==> src/sv/clt_pkg.sv <==
// Shared types, address map constants and helper functions for the
// core-local timer and software interrupt block. No dependencies.
package clt_pkg;

  // Default hart count and the fixed number of interrupt lines at the ports.
  localparam int CLT_NUM_HARTS = 4;
  localparam int CLT_IRQ_LINES = 4;

  // Operation codes of a request.
  localparam logic [1:0] CLT_OP_TICK  = 2'd0;
  localparam logic [1:0] CLT_OP_READ  = 2'd1;
  localparam logic [1:0] CLT_OP_WRITE = 2'd2;

  // Register window layout; the two bases are one bit wider than the address for range checks.
  localparam logic [16:0] CLT_SOFT_BASE = 17'h0_0000;
  localparam logic [16:0] CLT_CMP_BASE  = 17'h0_4000;
  localparam logic [15:0] CLT_TIME_LO   = 16'hBFF8;
  localparam logic [15:0] CLT_TIME_HI   = 16'hBFFC;

  // One request as it arrives on the input channel.
  typedef struct packed {
    logic [1:0]  opcode;
    logic [15:0] address;
    logic        wide;
    logic [63:0] write_data;
  } clt_req_t;

  // One result as it leaves on the output channel.
  typedef struct packed {
    logic [63:0]              read_data;
    logic [CLT_IRQ_LINES-1:0] soft_irq;
    logic [CLT_IRQ_LINES-1:0] timer_irq;
    logic                     unmapped;
  } clt_rsp_t;

  // Address decode result; the hart index travels separately.
  typedef struct packed {
    logic soft_hit;
    logic cmp_hit;
    logic time_hit;
    logic upper;
  } clt_dec_t;

  // Apply a 64-bit or 32-bit half write to a 64-bit register.
  function automatic logic [63:0] clt_merge(input logic [63:0] old_val,
                                            input logic [63:0] data,
                                            input logic        wide,
                                            input logic        upper);
    logic [63:0] res;
    begin
      if (wide) begin
        res = data;
      end else if (upper) begin
        res = {data[31:0], old_val[31:0]};
      end else begin
        res = {old_val[63:32], data[31:0]};
      end
      return res;
    end
  endfunction

  // Read a 64-bit register whole or as one 32-bit half.
  function automatic logic [63:0] clt_half(input logic [63:0] val,
                                           input logic        wide,
                                           input logic        upper);
    logic [63:0] res;
    begin
      if (wide) begin
        res = val;
      end else if (upper) begin
        res = {32'd0, val[63:32]};
      end else begin
        res = {32'd0, val[31:0]};
      end
      return res;
    end
  endfunction

endpackage

==> src/sv/clt_decode.sv <==
// Address decoder for the register window of the core-local interruptor.
// Depends on clt_pkg for the address map and the decode struct.
module clt_decode
  import clt_pkg::*;
#(
  parameter int NUM_HARTS = CLT_NUM_HARTS,
  parameter int HART_W    = (NUM_HARTS > 1) ? $clog2(NUM_HARTS) : 1
) (
  input  logic [15:0]       address,
  input  logic              wide,
  output clt_dec_t          dec,
  output logic [HART_W-1:0] hart
);

  logic [16:0] addr_ext;
  logic        aligned;
  logic        soft_in;
  logic        cmp_in;
  logic        time_in;

  // Range checks on the aligned address.
  always_comb begin
    addr_ext = {1'b0, address};
    aligned  = (address[1:0] == 2'b00);
    soft_in  = aligned && (addr_ext >= CLT_SOFT_BASE) &&
               (addr_ext < 17'(CLT_SOFT_BASE + 17'(4 * NUM_HARTS)));
    cmp_in   = aligned && (addr_ext >= CLT_CMP_BASE) &&
               (addr_ext < 17'(CLT_CMP_BASE + 17'(8 * NUM_HARTS)));
    time_in  = (address == CLT_TIME_LO) || (address == CLT_TIME_HI);
  end

  // A 64-bit access to the upper half of a 64-bit register misses.
  always_comb begin
    dec.upper    = address[2];
    dec.soft_hit = soft_in;
    dec.cmp_hit  = cmp_in && !(wide && address[2]);
    dec.time_hit = time_in && !(wide && address[2]);
    hart         = soft_in ? address[2 +: HART_W] : address[3 +: HART_W];
  end

endmodule

==> src/sv/core_local_timer_and_soft_irq_core.sv <==
// Top level of the core-local timer and software interrupt block.
// Depends on clt_pkg and instantiates clt_decode.
//
// Usage:
//   A request (tick, bus read or bus write) is taken at a rising edge where
//   start is high and busy is low. The fields travel in the in_req struct.
//   Each request gives exactly one result in out_rsp, shown for one cycle
//   with out_strobe high; the receiver cannot hold results off.
//   A request passes the input register, the register update with read
//   capture and the interrupt compare before its result strobe rises.
//   Throughput: one request every cycle while busy is low; the only loop is
//   the update of the time, compare and software-interrupt registers.
//   The interrupt lines in a result reflect the state after that request's
//   own update, compared unsigned per hart.
//   Reset (rst_n low, synchronous): time is cleared, every compare is set to
//   all ones, software bits are cleared and the pipeline is emptied. Busy is
//   high during reset and the first cycle after it, and low from then on.
module core_local_timer_and_soft_irq_core
  import clt_pkg::*;
#(
  parameter int NUM_HARTS = CLT_NUM_HARTS
) (
  input  logic     clk,
  input  logic     rst_n,
  input  logic     start,
  output logic     busy,
  input  clt_req_t in_req,
  output logic     out_strobe,
  output clt_rsp_t out_rsp
);

  localparam int HartW = (NUM_HARTS > 1) ? $clog2(NUM_HARTS) : 1;

  logic                 busy_r;
  logic                 req_vld_r;
  clt_req_t             req_r;
  logic [63:0]          time_r;
  logic [63:0]          time_nxt;
  logic [63:0]          cmp_r   [NUM_HARTS];
  logic [63:0]          cmp_nxt [NUM_HARTS];
  logic [NUM_HARTS-1:0] soft_r;
  logic [NUM_HARTS-1:0] soft_nxt;
  logic                 mid_vld_r;
  logic [63:0]          mid_rd_r;
  logic                 mid_miss_r;
  logic [63:0]          rd_nxt;
  logic                 miss_nxt;
  logic                 out_strobe_r;
  clt_rsp_t             out_rsp_r;
  clt_dec_t             dec;
  logic [HartW-1:0]     dec_hart;
  logic                 is_tick;
  logic                 is_read;
  logic                 is_write;
  logic [CLT_IRQ_LINES-1:0] soft_irq_w;
  logic [CLT_IRQ_LINES-1:0] timer_irq_w;

  // Busy only covers reset and the cycle right after it.
  always_ff @(posedge clk) begin
    if (!rst_n) begin
      busy_r <= 1'b1;
    end else begin
      busy_r <= 1'b0;
    end
  end

  assign busy = busy_r;

  // Input register.
  always_ff @(posedge clk) begin
    if (!rst_n) begin
      req_vld_r <= 1'b0;
    end else begin
      req_vld_r <= start && !busy_r;
    end
  end

  always_ff @(posedge clk) begin
    if (start && !busy_r) begin
      req_r <= in_req;
    end
  end

  // Address decode of the registered request.
  clt_decode #(
    .NUM_HARTS (NUM_HARTS),
    .HART_W    (HartW)
  ) u_decode (
    .address (req_r.address),
    .wide    (req_r.wide),
    .dec     (dec),
    .hart    (dec_hart)
  );

  // Operation flags, only while a request sits in the input register.
  always_comb begin
    is_tick  = req_vld_r && (req_r.opcode == CLT_OP_TICK);
    is_read  = req_vld_r && (req_r.opcode == CLT_OP_READ);
    is_write = req_vld_r && (req_r.opcode == CLT_OP_WRITE);
  end

  // Read data and miss flag; writes return zero data.
  always_comb begin
    rd_nxt   = 64'd0;
    miss_nxt = (is_read || is_write) &&
               !(dec.soft_hit || dec.cmp_hit || dec.time_hit);
    if (is_read) begin
      priority if (dec.soft_hit) begin
        rd_nxt = {63'd0, soft_r[dec_hart]};
      end else if (dec.cmp_hit) begin
        rd_nxt = clt_half(cmp_r[dec_hart], req_r.wide, dec.upper);
      end else if (dec.time_hit) begin
        rd_nxt = clt_half(time_r, req_r.wide, dec.upper);
      end
    end
  end

  // Next state of the time counter: a tick counts, a write overwrites.
  always_comb begin
    time_nxt = time_r;
    if (is_tick) begin
      time_nxt = time_r + 64'd1;
    end else if (is_write && dec.time_hit) begin
      time_nxt = clt_merge(time_r, req_r.write_data, req_r.wide, dec.upper);
    end
  end

  // Next state of the per-hart compare and software-interrupt registers.
  always_comb begin
    for (int h = 0; h < NUM_HARTS; h++) begin
      cmp_nxt[h]  = cmp_r[h];
      soft_nxt[h] = soft_r[h];
      if (is_write && (dec_hart == HartW'(h))) begin
        if (dec.cmp_hit) begin
          cmp_nxt[h] = clt_merge(cmp_r[h], req_r.write_data, req_r.wide,
                                 dec.upper);
        end
        if (dec.soft_hit) begin
          soft_nxt[h] = req_r.write_data[0];
        end
      end
    end
  end

  // State registers.
  always_ff @(posedge clk) begin
    if (!rst_n) begin
      time_r <= 64'd0;
      soft_r <= '0;
      for (int h = 0; h < NUM_HARTS; h++) begin
        cmp_r[h] <= '1;
      end
    end else begin
      time_r <= time_nxt;
      soft_r <= soft_nxt;
      for (int h = 0; h < NUM_HARTS; h++) begin
        cmp_r[h] <= cmp_nxt[h];
      end
    end
  end

  // Middle stage holds the read result while the state settles.
  always_ff @(posedge clk) begin
    if (!rst_n) begin
      mid_vld_r <= 1'b0;
    end else begin
      mid_vld_r <= req_vld_r;
    end
  end

  always_ff @(posedge clk) begin
    mid_rd_r   <= rd_nxt;
    mid_miss_r <= miss_nxt;
  end

  // Interrupt lines from the updated state; harts past the port width drop.
  for (genvar g = 0; g < CLT_IRQ_LINES; g++) begin : g_irq
    if (g < NUM_HARTS) begin : g_live
      assign soft_irq_w[g]  = soft_r[g];
      assign timer_irq_w[g] = (time_r >= cmp_r[g]);
    end else begin : g_none
      assign soft_irq_w[g]  = 1'b0;
      assign timer_irq_w[g] = 1'b0;
    end
  end

  // Result register.
  always_ff @(posedge clk) begin
    if (!rst_n) begin
      out_strobe_r <= 1'b0;
    end else begin
      out_strobe_r <= mid_vld_r;
    end
  end

  always_ff @(posedge clk) begin
    out_rsp_r.read_data <= mid_rd_r;
    out_rsp_r.soft_irq  <= soft_irq_w;
    out_rsp_r.timer_irq <= timer_irq_w;
    out_rsp_r.unmapped  <= mid_miss_r;
  end

  assign out_strobe = out_strobe_r;
  assign out_rsp    = out_rsp_r;

endmodule

==> config.mk <==
export PLATFORM = sky130hd
export DESIGN_NAME = core_local_timer_and_soft_irq_core
export DESIGN_NICKNAME = d
export VERILOG_FILES = /design/src/sv/clt_pkg.sv /design/src/sv/clt_decode.sv /design/src/sv/core_local_timer_and_soft_irq_core.sv
export SDC_FILE = /design/constraint.sdc
export NUM_CORES = 1
export LEC_CHECK = 0
export BUFFER_PORTS_ARGS = -buffer_cell sky130_fd_sc_hd__buf_2
export CAP_MARGIN = 5
export CORE_MARGIN = 4
export CORE_UTILIZATION = 60
export CTS_BUF_LIST = sky130_fd_sc_hd__clkbuf_2
export CTS_CLUSTER_DIAMETER = 60
export DETAILED_ROUTE_END_ITERATION = 8
export GPL_ROUTABILITY_DRIVEN = 0
export PLACE_DENSITY = 0.79
export SETUP_SLACK_MARGIN = 0.1
export SLEW_MARGIN = 5
export SYNTH_ARGS = -nofsm -noshare
export SYNTH_HDL_FRONTEND = slang
export SYNTH_SLANG_ARGS = --single-unit
==> constraint.sdc <==
create_clock -name clk -period 13.8 [get_ports clk]
set_clock_uncertainty 0.1 [all_clocks]
set_input_delay 3.45 -clock clk [delete_from_list [all_inputs] [get_ports clk]]
set_output_delay 3.45 -clock clk [all_outputs]
set_load 0.01 [all_outputs]
# ---- Yosys cells after proc, flatten, opt, wreduce, memory -nomap -nowiden
# Memories as Yosys holds them, arrays and structs flattened.
# Cells that the tools add are included.
dict set report totals {
  regBits 293
  ramBits 256
  inputBits 86
  output_inout_bits 75
  wordCells 115
  memories 1
}
# name depth word_bits read_ports rd_ports_with_merged_regs write_ports line_no
set mem_list {}
lappend mem_list {cmp_r 4 64 5 0 4 core_local_timer_and_soft_irq_core.sv:39} ;# logic [63:0] cmp_r [NUM_HARTS];
dict set report op_classes {
  n_addsub 1
  order_cmp 8
  eq_ne 8
  mux 36
  n_bitwise 5
  reduce_logical 35
}
# operator count
set ops {}
lappend ops {{2-to-1 mux 64 bit} 28}
lappend ops {{greater-or-equal comparator 64 bit} 4}
lappend ops {{adder 64 x 1 -> 64 bit (second input constant)} 1}
lappend ops {{2-to-1 mux 32 bit} 2}
lappend ops {{== test 16 bit (second input constant)} 2}
lappend ops {{greater-or-equal comparator 16 x 15 -> 1 bit (second input constant)} 1}
lappend ops {{logical AND 1 bit} 16}
lappend ops {{less-than comparator 16 x 15 -> 1 bit (second input constant)} 1}
lappend ops {{less-than comparator 16 x 5 -> 1 bit (second input constant)} 1}
lappend ops {{AND reduction 2 bit} 6}
lappend ops {{== test 2 bit (second input constant)} 3}
lappend ops {{logical NOT 2 bit} 3}
lappend ops {{== test 2 x 1 -> 1 bit (second input constant)} 2}
lappend ops {{logical OR 1 bit} 4}
lappend ops {{2-to-1 mux 1 bit} 4}
lappend ops {{OR 1 bit} 4}
lappend ops {{logical NOT 1 bit} 3}
lappend ops {{less-than comparator 2 x 3 -> 1 bit (second input constant)} 1}
lappend ops {{!= test 3 x 2 -> 1 bit (second input constant)} 1}
lappend ops {{nonzero test 3 bit} 1}
lappend ops {{binary-select mux 1 bit (select 2 bit)} 1}
lappend ops {{2-to-1 mux 2 bit} 1}
lappend ops {{nonzero test 2 bit} 1}
lappend ops {{OR reduction 2 bit} 1}
lappend ops {{NOT 1 bit} 1}

# ---- Depth between registers and ports, before layout
dict set report logic_depth {
  ltp_word 8
  ltp_mapped 10
  mapped_depth_nobuf 9
}

# ---- Modules after synthesis
# Synthesis repeated with hierarchy kept, for this count alone.
dict set report hier_totals {
  cells_unflattened 3068
  area_unflattened_um2 27895.5
}
# mod n_inst cells_each area_each_um2 seq_area_each_um2
set by_module_without_submodules {}
lappend by_module_without_submodules {core_local_timer_and_soft_irq_core 1 3050 27747.9 11821.3}
lappend by_module_without_submodules {clt_decode 1 18 147.6 0.0}

# ---- Least setup slack after synthesis
# No wires, ideal clock.
dict set report synth_path {
  path_type {input-to-reg}
  from {input start}
  to {register req_r[0] (netlist bit) (enable)}
  setup_ps 536
  arrival_ps 7096
  required_ps 13164
  path_slack_ps 6069
  cell_stages 1
  n_path_buf 0
  path_cell_list {nor2b_1}
}
dict set report synth_between {
  elab_chain_cells 1
}
# element line_no
set synth_lines {}
lappend synth_lines {{start: declaration} core_local_timer_and_soft_irq_core.sv:25} ;# input logic start,
lappend synth_lines {{logical AND 1 bit} core_local_timer_and_soft_irq_core.sv:79} ;# if (start && !busy_r) begin
lappend synth_lines {{end signal: assignment} core_local_timer_and_soft_irq_core.sv:80} ;# req_r <= in_req;
lappend synth_lines {{end: declaration} core_local_timer_and_soft_irq_core.sv:36} ;# clt_req_t req_r;
# No other way between the ends.
# A chain may end at the register's enable or synchronous reset.

# ---- Worst setup path in the final report
dict set report layout_path {
  from {register busy_r (netlist: busy)}
  to {output busy}
}
# element line_no
set layout_lines {}
lappend layout_lines {{start: declaration} core_local_timer_and_soft_irq_core.sv:34} ;# logic busy_r;
lappend layout_lines {{start signal: assignment} core_local_timer_and_soft_irq_core.sv:61} ;# busy_r <= 1'b1;
lappend layout_lines {{start signal: assignment} core_local_timer_and_soft_irq_core.sv:63} ;# busy_r <= 1'b0;
lappend layout_lines {{end: declaration} core_local_timer_and_soft_irq_core.sv:26} ;# output logic busy,
# No word-level cell between the ends.

==> run summary <==
Status: completed
Most frequent cells in the layout: nand2_1 (479), dfxtp_1 (466), o211ai_1 (271)
Relative slew slack: 0.1692
Crit path max-delay family: flip-flops
GRT Total Usage: 0.3483
Largest net degree at the start of global routing: 196
Total core area: 0.04558 mm2
Sink Count: 549
Distinct cell type count after synthesis: 76
R2R depth: 7
Fmax: 183.1 MHz
Hold Crit Depth: 0
Critical Path Sink Type: output pin
Postcts setup bufs: 0
Routed WL: 89.23 mm
Vias per cell: 6.478
Post-synth EDFFs: 83
Full die area: 0.04974 mm2
Synth Area in Adders: 0.1159
Root Buffer: clkbuf_2
Max Cap Viol: 0
XOR/XNOR Fraction of Synth Area: 0.002526
Synth Area in Compound Gates: 0.2200
Leakage: 0.01620 uW
Reg2reg end: mid_rd_r[20]$_SDFF_PP0_
Post-synthesis cell count: 3122
Commonest non-fill, non-tap cell in the layout: nand2_1
Design area: 0.03005 mm2
Multiplexer share of the synthesized area: 0.01876
Synthesis-stage register bit count: 549
Setup Viol. Count Final: 0
Placed cell area: 0.02875 mm2
Final hold violations: 0
H-tree depth: 4
First DRT Iteration DRCs: 3484
Avg Inst Size Synth: 8.885 um2
CTS tree: yes
Bufs and invs on worst path: 1
IO Port Bufs: 160
CP max-delay cell: dfxtp_1
Cell row count: 78
Maximum vdd drop: 0.07555 mV
Detailed-route DRC error count: 0
Setup CP Type: reg -> out
Ys Warns: 0
Fin crit period: 5462 ps
Nets: 3605
PostCTS Resize Cnt: 0
Simple-gate share of the synthesized area: 0.1512
Period utilisation layout: 0.3958
Die Width: 223.0 um
Cell Count, Final, Fillers Out: 3974
Worst EP arrival: 1910 ps
Maximum root-to-sink buffer count: 3
DPL Wire Length: 61.56 mm
CP peak stage delay: 440 ps
Starting density of the core: 0.6086
Sequential cell area fraction in the yosys report: 0.4262
Vias after detailed routing: 25740
Cts hold-fix bufs: 0
First-pass GRT wire length: 136.9 mm
Largest family of logic cells by synthesized area: compound AO/OA/AOI/OAI gates
Routed Antenna Nets: 0
Num CTS Buffers: 141
Placed Instances: 3719
Synth async-reset ratio: 0
Vias in the first global route: 25030
Pre-antenna DRT Iters: 6
Worst skew pair latency: 1350 ps
Layout cells sized above 1: 0.1364
Mapped Area: 0.02774 mm2
Layout overhead on the synthesized area: 8.326%
Hold Crit Start: mid_rd_r[21]$_SDFF_PP0_
Worst-path clk slew: 110 ps
RSZ-0062 raised after global routing: false
Req. time, crit path: 10250 ps
Initial antenna violation count: 5
Final count of pins violating max slew: 0
Ys flop type: dfxtp_1
Measured slew at the worst slew-check pin: 1246 ps
Element type at the critical path start: flop
Hold Path Class: reg -> reg
Die height: 223.0 um
Reg-to-Reg Start: req_r[71]$_DFFE_PP_
Io pins: 161
Worst hold endpoint: out_rsp[30]$_DFF_P_
Global route total overflow: 0
Setup TNS: 0 ps
Total nets after synthesis: 3465
Routed length per instance: 22.45 um
Power per cell area: 96.82 mW/mm2
Crit-path max FO: 2
R2R setup slack: 9160 ps
Worst-path cell chain: buf_2
synth_stat cells (all sizes together) (9+ instances only):
library cell | number | area (um2)
a21oi | 179 | 895.9
clkbuf | 132 | 506.7
and4 | 13 | 113.9
nand4 | 67 | 419.2
a31oi | 43 | 275.3
and2 | 9 | 56.30
edfxtp | 83 | 2492
nand2 | 481 | 1805
nor3 | 52 | 315.3
nor4 | 25 | 177.7
a22o | 32 | 305.3
inv | 265 | 994.7
nor2b | 12 | 75.07
ha | 257 | 3216
nand3 | 60 | 305.3
or3 | 10 | 62.56
a211o | 33 | 289.0
o21ai | 79 | 395.4
o22ai | 34 | 212.7
a21o | 46 | 345.3
dfxtp | 466 | 9329
nor2 | 152 | 586.8
and3 | 15 | 93.84
o21a | 11 | 82.58
mux2i | 43 | 430.4
o211ai | 271 | 2034
a211oi | 51 | 382.9
a22oi | 36 | 270.3
buf | 57 | 309.0
registers in the layout, indices dropped and copies added, names as in the netlist:
signal      cells
req_r          83
busy            1
time_r         64
out_rsp        73
soft_irq_w      4
cmp_r         256
mid_rd_r       64
mid_miss_r      1
out_strobe      1
mid_vld_r       1
req_vld_r       1
stage by stage:
step                        util  setup WS (ps)  power (uW)  hold WS [ps]
after floorplan                -           6069        1749         209.6
after global placement    0.6309           7441        1801         210.2
after detailed placement  0.6309           7381        1804         212.1
after CTS                 0.6592           8241        2920         173.4
after global routing      0.6593           8309        3017         183.7
final                     0.6593           8338        2909         170.2
cell type report:
class / count / area, um2
diodes: 2 / 5.005
inverters: 266 / 998.5
well taps: 600 / 750.7
fillers: 3691 / 15530
clock inverters: 50 / 275.3
flip-flops and latches: 549 / 11820
repair buffers: 186 / 1017
multi-input cells: 2118 / 14160
clock buffers: 203 / 1016
worst max-delay path by stage:
stage | depth (start not counted) | slack (ps) | to | start
2_1_floorplan | 1 | 6070 | req_r[0]$_DFFE_PP_ | start
3_3_place_gp | 4 | 7440 | time_r[2]$_SDFFE_PN0P_ | rst_n
3_5_place_dp | 4 | 7380 | cmp_r[0][3]$_SDFFE_PN1P_ | rst_n
4_1_cts | 1 | 8240 | busy | busy$_DFF_P_
5_1_grt | 1 | 8310 | busy | busy$_DFF_P_
6_report | 1 | 8340 | busy | busy$_DFF_P_
cell families (layout without fill, tap and decap cells):
kind of cell,count (synthesis),in the layout
muxes,49,49
and+or+nand+nor,921,921
DFF,549,549
other,0,2
adders and majority gates,257,257
buffers and inverters,455,705
xor gates and xnor gates,8,8
AOI/OAI and AO/OA,883,883
report_power, final:
part / switching (uW) / internal, uW / leakage, uW
Clock: 683 / 453 / 0.000986
Sequential: 22.1 / 1640 / 0.00454
Combinational: 85.2 / 31.1 / 0.0107
Total: 790 / 2120 / 0.0162
metal layers:
metal	vias to the layer above	wire length (um)	track usage
met5	-	133	0
met4	9	5735	0.2100
met3	417	12530	0.1222
met2	1704	37720	0.5124
met1	11890	33110	0.4412
li1	11720	-	-
Power figures use the tool's default switching activity.
